==> src/rtl/gpp_pkg.sv <==
`default_nettype none
package gpp_pkg;

   typedef struct packed {
      logic load_n;
      logic set_p2;
      logic inc_p;
      logic load_v;
      logic sel_high;
      logic init_d;
      logic inc_d;
      logic mod_start;
      logic out_load;
      logic out_found;
   } cmd_type;

   typedef struct packed {
      logic n_small;
      logic n_odd;
      logic p_over;
      logic v_small;
      logic sq_gt_v;
      logic mod_done;
      logic rem_zero;
   } status_type;

endpackage
`default_nettype wire

==> src/rtl/gpp_mod_unit.sv <==
`default_nettype none
module gpp_mod_unit #(
   parameter int VALUE_WIDTH = 16
) (
   input  wire logic                   clock,
   input  wire logic                   reset,
   input  wire logic                   start,
   input  wire logic [VALUE_WIDTH-1:0] dividend,
   input  wire logic [VALUE_WIDTH-1:0] divisor,
   output logic                        done,
   output logic                        rem_zero
);

   localparam int CntWidth = $clog2(VALUE_WIDTH + 1);

   logic                   busy_ff, busy_in;
   logic                   done_ff, done_in;
   logic [CntWidth-1:0]    cnt_ff, cnt_in;
   logic [VALUE_WIDTH-1:0] rem_ff, rem_in;
   logic [VALUE_WIDTH-1:0] quo_ff, quo_in;
   logic [VALUE_WIDTH-1:0] div_ff, div_in;
   logic [VALUE_WIDTH:0]   trial;
   logic [VALUE_WIDTH:0]   diff;

   assign trial = {rem_ff, quo_ff[VALUE_WIDTH-1]};
   assign diff  = trial - {1'b0, div_ff};

   always_comb begin
      busy_in = busy_ff;
      done_in = 1'b0;
      cnt_in  = cnt_ff;
      rem_in  = rem_ff;
      quo_in  = quo_ff;
      div_in  = div_ff;
      if (start) begin
         busy_in = 1'b1;
         cnt_in  = CntWidth'(VALUE_WIDTH);
         rem_in  = '0;
         quo_in  = dividend;
         div_in  = divisor;
      end else if (busy_ff) begin
         rem_in = (trial >= {1'b0, div_ff}) ? diff[VALUE_WIDTH-1:0]
                                            : trial[VALUE_WIDTH-1:0];
         quo_in = {quo_ff[VALUE_WIDTH-2:0], 1'b0};
         cnt_in = cnt_ff - CntWidth'(1);
         if (cnt_ff == CntWidth'(1)) begin
            busy_in = 1'b0;
            done_in = 1'b1;
         end
      end
   end

   always_ff @(posedge clock) begin
      if (reset) begin
         busy_ff <= 1'b0;
         done_ff <= 1'b0;
         cnt_ff  <= '0;
      end else begin
         busy_ff <= busy_in;
         done_ff <= done_in;
         cnt_ff  <= cnt_in;
      end
      rem_ff <= rem_in;
      quo_ff <= quo_in;
      div_ff <= div_in;
   end

   assign done     = done_ff;
   assign rem_zero = (rem_ff == '0);

endmodule
`default_nettype wire

==> src/rtl/gpp_datapath.sv <==
`default_nettype none
module gpp_datapath
   import gpp_pkg::*;
#(
   parameter int VALUE_WIDTH = 16
) (
   input  wire logic                   clock,
   input  wire logic                   reset,
   input  wire cmd_type                cmd,
   input  wire logic [VALUE_WIDTH-1:0] number,
   output status_type                  sts,
   output logic                        found,
   output logic [VALUE_WIDTH-1:0]      smaller_prime,
   output logic [VALUE_WIDTH-1:0]      larger_prime
);

   localparam int SqWidth = 2 * VALUE_WIDTH;

   logic [VALUE_WIDTH-1:0] n_ff, p_ff, v_ff, d_ff;
   logic [SqWidth-1:0]     sq_ff;
   logic                   found_ff;
   logic [VALUE_WIDTH-1:0] lo_ff, hi_ff;
   logic [VALUE_WIDTH-1:0] high_part;
   logic                   mod_done, mod_zero;

   assign high_part = n_ff - p_ff;

   gpp_mod_unit #(.VALUE_WIDTH(VALUE_WIDTH)) u_mod (
      .clock    (clock),
      .reset    (reset),
      .start    (cmd.mod_start),
      .dividend (v_ff),
      .divisor  (d_ff),
      .done     (mod_done),
      .rem_zero (mod_zero)
   );

   always_ff @(posedge clock) begin
      if (cmd.load_n) n_ff <= number;
      if (cmd.set_p2) p_ff <= VALUE_WIDTH'(2);
      else if (cmd.inc_p) p_ff <= p_ff + VALUE_WIDTH'(1);
      if (cmd.load_v) v_ff <= cmd.sel_high ? high_part : p_ff;
      if (cmd.init_d) begin
         d_ff  <= VALUE_WIDTH'(2);
         sq_ff <= SqWidth'(4);
      end else if (cmd.inc_d) begin
         d_ff  <= d_ff + VALUE_WIDTH'(1);
         sq_ff <= sq_ff + SqWidth'({d_ff, 1'b1});
      end
      if (cmd.out_load) begin
         found_ff <= cmd.out_found;
         lo_ff    <= cmd.out_found ? p_ff : '0;
         hi_ff    <= cmd.out_found ? high_part : '0;
      end
   end

   always_comb begin
      sts.n_small  = n_ff < VALUE_WIDTH'(4);
      sts.n_odd    = n_ff[0];
      sts.p_over   = p_ff > (n_ff >> 1);
      sts.v_small  = v_ff < VALUE_WIDTH'(2);
      sts.sq_gt_v  = sq_ff > SqWidth'(v_ff);
      sts.mod_done = mod_done;
      sts.rem_zero = mod_zero;
   end

   assign found         = found_ff;
   assign smaller_prime = lo_ff;
   assign larger_prime  = hi_ff;

endmodule
`default_nettype wire

==> src/rtl/gpp_ctrl.sv <==
`default_nettype none
module gpp_ctrl
   import gpp_pkg::*;
(
   input  wire logic       clock,
   input  wire logic       reset,
   input  wire logic       req_tvalid,
   output logic            req_tready,
   output logic            rsp_tvalid,
   input  wire logic       rsp_tready,
   input  wire status_type sts,
   output cmd_type         cmd
);

   typedef enum logic [2:0] {
      IDLE,
      CHECK,
      TEST_INIT,
      TEST_LOOP,
      MOD_WAIT,
      STEP_P,
      FINISH
   } state_type;

   state_type state_ff, state_in;
   logic      phase_ff, phase_in;
   logic      hit_ff, hit_in;
   logic      rsp_valid_ff, rsp_valid_in;
   logic      is_prime, not_prime;

   always_comb begin
      state_in     = state_ff;
      phase_in     = phase_ff;
      hit_in       = hit_ff;
      rsp_valid_in = rsp_valid_ff && !rsp_tready;
      cmd          = '0;
      is_prime     = 1'b0;
      not_prime    = 1'b0;
      cmd.sel_high = phase_ff;
      cmd.out_found = hit_ff;

      unique case (state_ff)
         IDLE: begin
            if (req_tvalid) begin
               cmd.load_n = 1'b1;
               cmd.set_p2 = 1'b1;
               state_in   = CHECK;
            end
         end
         CHECK: begin
            if (sts.n_small) begin
               hit_in   = 1'b0;
               state_in = FINISH;
            end else begin
               phase_in = sts.n_odd;
               state_in = TEST_INIT;
            end
         end
         TEST_INIT: begin
            cmd.load_v = 1'b1;
            cmd.init_d = 1'b1;
            state_in   = TEST_LOOP;
         end
         TEST_LOOP: begin
            priority if (sts.v_small) begin
               not_prime = 1'b1;
            end else if (sts.sq_gt_v) begin
               is_prime = 1'b1;
            end else begin
               cmd.mod_start = 1'b1;
               state_in      = MOD_WAIT;
            end
         end
         MOD_WAIT: begin
            if (sts.mod_done) begin
               if (sts.rem_zero) begin
                  not_prime = 1'b1;
               end else begin
                  cmd.inc_d = 1'b1;
                  state_in  = TEST_LOOP;
               end
            end
         end
         STEP_P: begin
            if (sts.p_over) begin
               hit_in   = 1'b0;
               state_in = FINISH;
            end else begin
               state_in = TEST_INIT;
            end
         end
         FINISH: begin
            if (!rsp_valid_ff || rsp_tready) begin
               cmd.out_load = 1'b1;
               rsp_valid_in = 1'b1;
               state_in     = IDLE;
            end
         end
         default: state_in = IDLE;
      endcase

      if (is_prime) begin
         if (!phase_ff) begin
            phase_in = 1'b1;
            state_in = TEST_INIT;
         end else begin
            hit_in   = 1'b1;
            state_in = FINISH;
         end
      end
      if (not_prime) begin
         if (sts.n_odd) begin
            hit_in   = 1'b0;
            state_in = FINISH;
         end else begin
            cmd.inc_p = 1'b1;
            phase_in  = 1'b0;
            state_in  = STEP_P;
         end
      end
   end

   always_ff @(posedge clock) begin
      if (reset) begin
         state_ff     <= IDLE;
         phase_ff     <= 1'b0;
         hit_ff       <= 1'b0;
         rsp_valid_ff <= 1'b0;
      end else begin
         state_ff     <= state_in;
         phase_ff     <= phase_in;
         hit_ff       <= hit_in;
         rsp_valid_ff <= rsp_valid_in;
      end
   end

   assign req_tready = (state_ff == IDLE);
   assign rsp_tvalid = rsp_valid_ff;

endmodule
`default_nettype wire

==> src/rtl/goldbach_prime_pair.sv <==
// Channel   Dir  Handshake                 Payload
// req       in   req_tvalid / req_tready   number
// rsp       out  rsp_tvalid / rsp_tready   found, smaller_prime, larger_prime
//
// One word at a time. Each candidate v is tried against divisors up to sqrt(v), every
// remainder coming from the one-bit-per-cycle remainder unit; even numbers try candidates
// until the first pair, odd numbers test only number - 2.
// Synchronous active-high reset returns the controller to idle with no result pending.
// A stalled result is held in the output register while the next word is searched.
`default_nettype none
module goldbach_prime_pair
   import gpp_pkg::*;
#(
   parameter int VALUE_WIDTH = 16
) (
   input  wire logic                                   clock,
   input  wire logic                                   reset,
   input  wire logic                                   req_tvalid,
   output logic                                        req_tready,
   // number
   input  wire logic [((VALUE_WIDTH+7)/8)*8-1:0]       req_tdata,
   output logic                                        rsp_tvalid,
   input  wire logic                                   rsp_tready,
   // found, smaller_prime, larger_prime
   output logic [((2*VALUE_WIDTH+8)/8)*8-1:0]          rsp_tdata
);

   localparam int RspWidth = ((2 * VALUE_WIDTH + 8) / 8) * 8;

   cmd_type                cmd;
   status_type             sts;
   logic                   found;
   logic [VALUE_WIDTH-1:0] smaller_prime, larger_prime;

   gpp_ctrl u_ctrl (
      .clock      (clock),
      .reset      (reset),
      .req_tvalid (req_tvalid),
      .req_tready (req_tready),
      .rsp_tvalid (rsp_tvalid),
      .rsp_tready (rsp_tready),
      .sts        (sts),
      .cmd        (cmd)
   );

   gpp_datapath #(.VALUE_WIDTH(VALUE_WIDTH)) u_dp (
      .clock         (clock),
      .reset         (reset),
      .cmd           (cmd),
      .number        (req_tdata[VALUE_WIDTH-1:0]),
      .sts           (sts),
      .found         (found),
      .smaller_prime (smaller_prime),
      .larger_prime  (larger_prime)
   );

   assign rsp_tdata = RspWidth'({larger_prime, smaller_prime, found});

endmodule
`default_nettype wire

==> config.mk <==
export PLATFORM = sky130hd
export DESIGN_NAME = goldbach_prime_pair
export DESIGN_NICKNAME = d
export VERILOG_FILES = /design/src/rtl/gpp_pkg.sv /design/src/rtl/gpp_mod_unit.sv /design/src/rtl/gpp_datapath.sv /design/src/rtl/gpp_ctrl.sv /design/src/rtl/goldbach_prime_pair.sv
export SDC_FILE = /design/constraint.sdc
export NUM_CORES = 1
export LEC_CHECK = 0
export ABC_CLOCK_PERIOD_IN_PS = 2900
export CAP_MARGIN = 20
export CORE_MARGIN = 4
export CORE_UTILIZATION = 57
export DETAILED_ROUTE_END_ITERATION = 7
export DONT_BUFFER_PORTS = 1
export GPL_TIMING_DRIVEN = 0
export PLACE_DENSITY = 0.86
export SYNTH_ARGS = -nofsm -noshare
export SYNTH_HDL_FRONTEND = slang
export SYNTH_SLANG_ARGS = --single-unit
==> constraint.sdc <==
create_clock -name clock -period 2.9 [get_ports clock]
set_clock_uncertainty 0.15 [all_clocks]
set_input_delay 0.29 -clock clock [delete_from_list [all_inputs] [get_ports clock]]
set_output_delay 0.29 -clock clock [all_outputs]
set_load 0.05 [all_outputs]
==> results.py <==
metrics = {
    "floorplan": {
        "io_pins": 62,
        "die_h_um": 145.4,
        "dieArea_um2": 21150,
        "rows": 49,
        "die_x_um": 145.4,
        "core_area_um2": 18270,
        "initial_core_util_pct": 58.92,
    },
    "layout": {
        "num_antenna_cells": 0,
        "final_core_util_pct": 69.22,
        "drive_gt1_share_pct": 15.87,
        "n_fill_cell": 1150,
        "area_growth_pct": 17.48,
        "nNetsFinal": 1289,
    },
    "global_route": {
        "antenna_found_initial": 1,
        "grt_start_max_net_pins": 26,
        "grt_pass1_vias": 8293,
        "gr-total-overflow": 0,
        "grt_pass1_wl_um": 42500,
        "grt_usage_pct": 24.47,
    },
    "worst_setup_path": {
        "start_kind": "flip-flop",
        "worstSetupPathType": "flip-flop to flip-flop",
        "end_kind": "flip-flop",
        "crit_chain": "buf_4, nor4_2, nand4_1, o22ai_4, and2_1, buf_2, and4_1, buf_2, nand4_1, xor2_1, nor2_1",
        "critPathRequiredTime_ps": 3080,
        "arrival_ps": 3340,
        "reg2regPathDepth": 11,
        "slowest_delay_ps": 420,
        "rrSetupSlack_ps": -270,
        "critPathMaxFanout": 8,
        "cpMaxStageDelayCell": "edfxtp_1",
    },
    "clocking": {
        "cts_tree": "built",
        "htree_num_levels": 4,
        "cts_max_path_buffers": 2,
        "cts.sinks": 190,
        "cts_root_buf": "clkbuf_16",
        "clk_pin_slew_ps": 80,
        "cts_buffers": 17,
        "clk-insertion-delay-late_ps": 460,
    },
    "power": {
        "power_density_nw_per_um2": 677.1,
        "power_mw": 8.563,
        "irDropWorstVdd_uv": 435.1,
        "p_leak_nw": 5.027,
    },
    "sta": {
        "hold_viol": 0,
        "slew_headroom_pct": 42.44,
        "rsz0062_at_grt": "true",
        "clock.fmax_mhz": 315.8,
        "holdWs_ps": 105.4,
        "finalCriticalPeriod_ps": 3166,
        "drv_slew": 0,
        "fin_ws_ps": -266.4,
        "setup_violations": 79,
        "tightest_slew_ps": 855.5,
        "finalCritPeriodShare_pct": 109.2,
    },
    "drt": {
        "drt-initial-drc-count": 1154,
        "drt_wl_total_um": 30510,
        "wire_per_inst_um": 21.39,
        "detail-route-antenna-nets": 0,
        "via_per_inst": 6.414,
        "drt-pass1-iter-count": 8,
        "route.detailed.drc": 9,
        "vias": 9146,
    },
    "synth": {
        "synth_cells": 1105,
        "synth_ff_type": "edfxtp_1",
        "synth-async-reset-ratio_pct": 0,
        "avgSynthCellArea_um2": 9.742,
        "yosysWarningCount": 0,
        "synth_cell_types": 75,
        "yosysSeqAreaShare_pct": 44.35,
        "synth_edf_count": 97,
        "syn_area_um2": 10770,
        "synth-seq-cells": 190,
    },
    "hold_path": {
        "hp-class": "primary input to flip-flop",
        "worstHoldPathCells": 3,
    },
    "status": {
        "status": "complete, but fails checks",
        "violations": "design-rule violations, negative setup slack",
    },
    "run": {
        "drv_cap": 0,
    },
    "placement": {
        "place.gp.congestion": 0.9509,
        "hpwl_um": 17950,
        "dpl_worst_slack_ps": -705.5,
        "io_buffers": 0,
    },
}
-- synth_stat cells (8+ instances only) --
cell type	count	area (um2)
nor3_1	24	120.1
nand2b_1	12	75.07
dfxtp_1	93	1862
xor2_1	27	236.5
nand3_1	31	155.2
xnor2_1	39	341.6
o21a_1	15	112.6
clkbuf_1	27	101.4
nand4_1	19	118.9
and3_1	17	106.4
inv_1	78	292.8
and2_1	39	244.0
nor4_1	17	106.4
o21ai_0	47	235.2
ha_1	82	1026
a211oi_1	22	165.2
edfxtp_1	97	2913
nand2_1	72	270.3
nor2b_1	15	93.84
nor2_1	92	345.3
mux2_2	21	236.5
or3_1	12	75.07
a21o_1	20	150.1
or2_2	8	50.05
a21oi_1	66	330.3
buf_4	8	60.06
o21ai_1	10	50.05
-- worst paths after layout --
path,start,endpoint
setup reg to reg,u_dp.v_ff[6]$_DFFE_PN_,u_dp.p_ff[15]$_SDFFE_PP0P_
hold / removal,req_tvalid,u_ctrl.state_ff[2]$_SDFFE_PP0P_
hold reg to reg,u_dp.sq_ff[6]$_SDFFE_PN0P_,u_dp.sq_ff[6]$_SDFFE_PN0P_
setup / recovery,u_dp.v_ff[6]$_DFFE_PN_,u_dp.p_ff[15]$_SDFFE_PP0P_
-- registers in the layout, indices dropped and copies added, names as in the netlist, 3 cells and up --
signal              count
u_dp.u_mod.cnt_ff       5
u_dp.n_ff              16
u_dp.smaller_prime     16
u_dp.larger_prime      16
u_dp.u_mod.quo_ff      16
u_dp.p_ff              16
u_dp.v_ff              16
u_dp.u_mod.rem_ff      16
u_ctrl.state_ff         3
u_dp.d_ff              16
u_dp.sq_ff             32
u_dp.u_mod.div_ff      16
-- cell families after synthesis --
family,count (synthesis),synth area share [%]
fa+ha+maj,85,10.09
other cells,1,0.03483
xor+xnor,66,5.370
simple gates,381,18.28
buf+inv,123,4.777
compound gates,232,14.34
flops,190,44.35
mux,27,2.755
-- critical path, delay by kind of cell, from the launching register on --
family,cells,cell delay [ps]
compound gates,1,320
xor+xnor,1,190
buf+inv,3,660
flops,1,420
simple gates,6,1320
-- final cells by class --
type	count	area [um2]	area share (%)
buffer	44	261.5	2.068
clock buffer	20	436.7	3.453
clock inverter	12	127.6	1.009
inverter	78	292.8	2.315
multi-input combinational	799	5953	47.07
sequential	190	4792	37.89
tap	229	286.5	2.266
timing repair buffer	54	496.7	3.928
-- routing by layer --
layer,vias up,track usage (%),routed length [um]
met3,142,4.609,3108
met4,2,9.402,1320
met1,4295,33.14,11760
met5,-,0,55
li1,4108,-,-
met2,599,39.21,14270
-- repair_timing --
item                                    4_1_cts  5_1_grt
endpoints found under the hold margin        20        0
hold buffers                                 19        0
endpoints found under the setup margin      110      117
setup buffers                                16       15
cloned                                        1        1
pin swaps                                    10       23
resized for setup                            51       71
-- per-stage QoR --
stage | instance area [um2] | setup TNS, ps | std cells
4_1_cts | 12190 | -321.4 | 1410
6_report | 12650 | -7863 | 1426
2_1_floorplan | 10800 | 0 | 1111
5_1_grt | 12650 | -14460 | 1426
3_5_place_dp | 11130 | -30940 | 1343
3_3_place_gp | 11090 | -32710 | 1340
-- power breakdown --
part | switching, mW | internal, mW | total (mW)
logic | 1.63 | 1.14 | 2.77
clock network | 1.14 | 1.21 | 2.36
registers | 0.326 | 3.11 | 3.44
-- cells in the final DEF (no fill, tap or decap), types with 15 or more instances in the layout --
master,n
clkbuf_16,18
mux2_4,15
dfxtp_1,83
o21a_1,15
a21oi_1,59
xnor2_1,38
nand2_1,72
a21o_1,20
and3_1,16
a211oi_1,19
edfxtp_1,97
buf_4,39
nand3_1,31
o21ai_0,42
clkbuf_1,25
nor4_1,16
nor2_1,92
inv_1,74
ha_1,69
dlygate4sd3_1,19
and2_1,39
nor3_1,23
nand4_1,19
xor2_1,27
(Power assumes the default switching activity.)
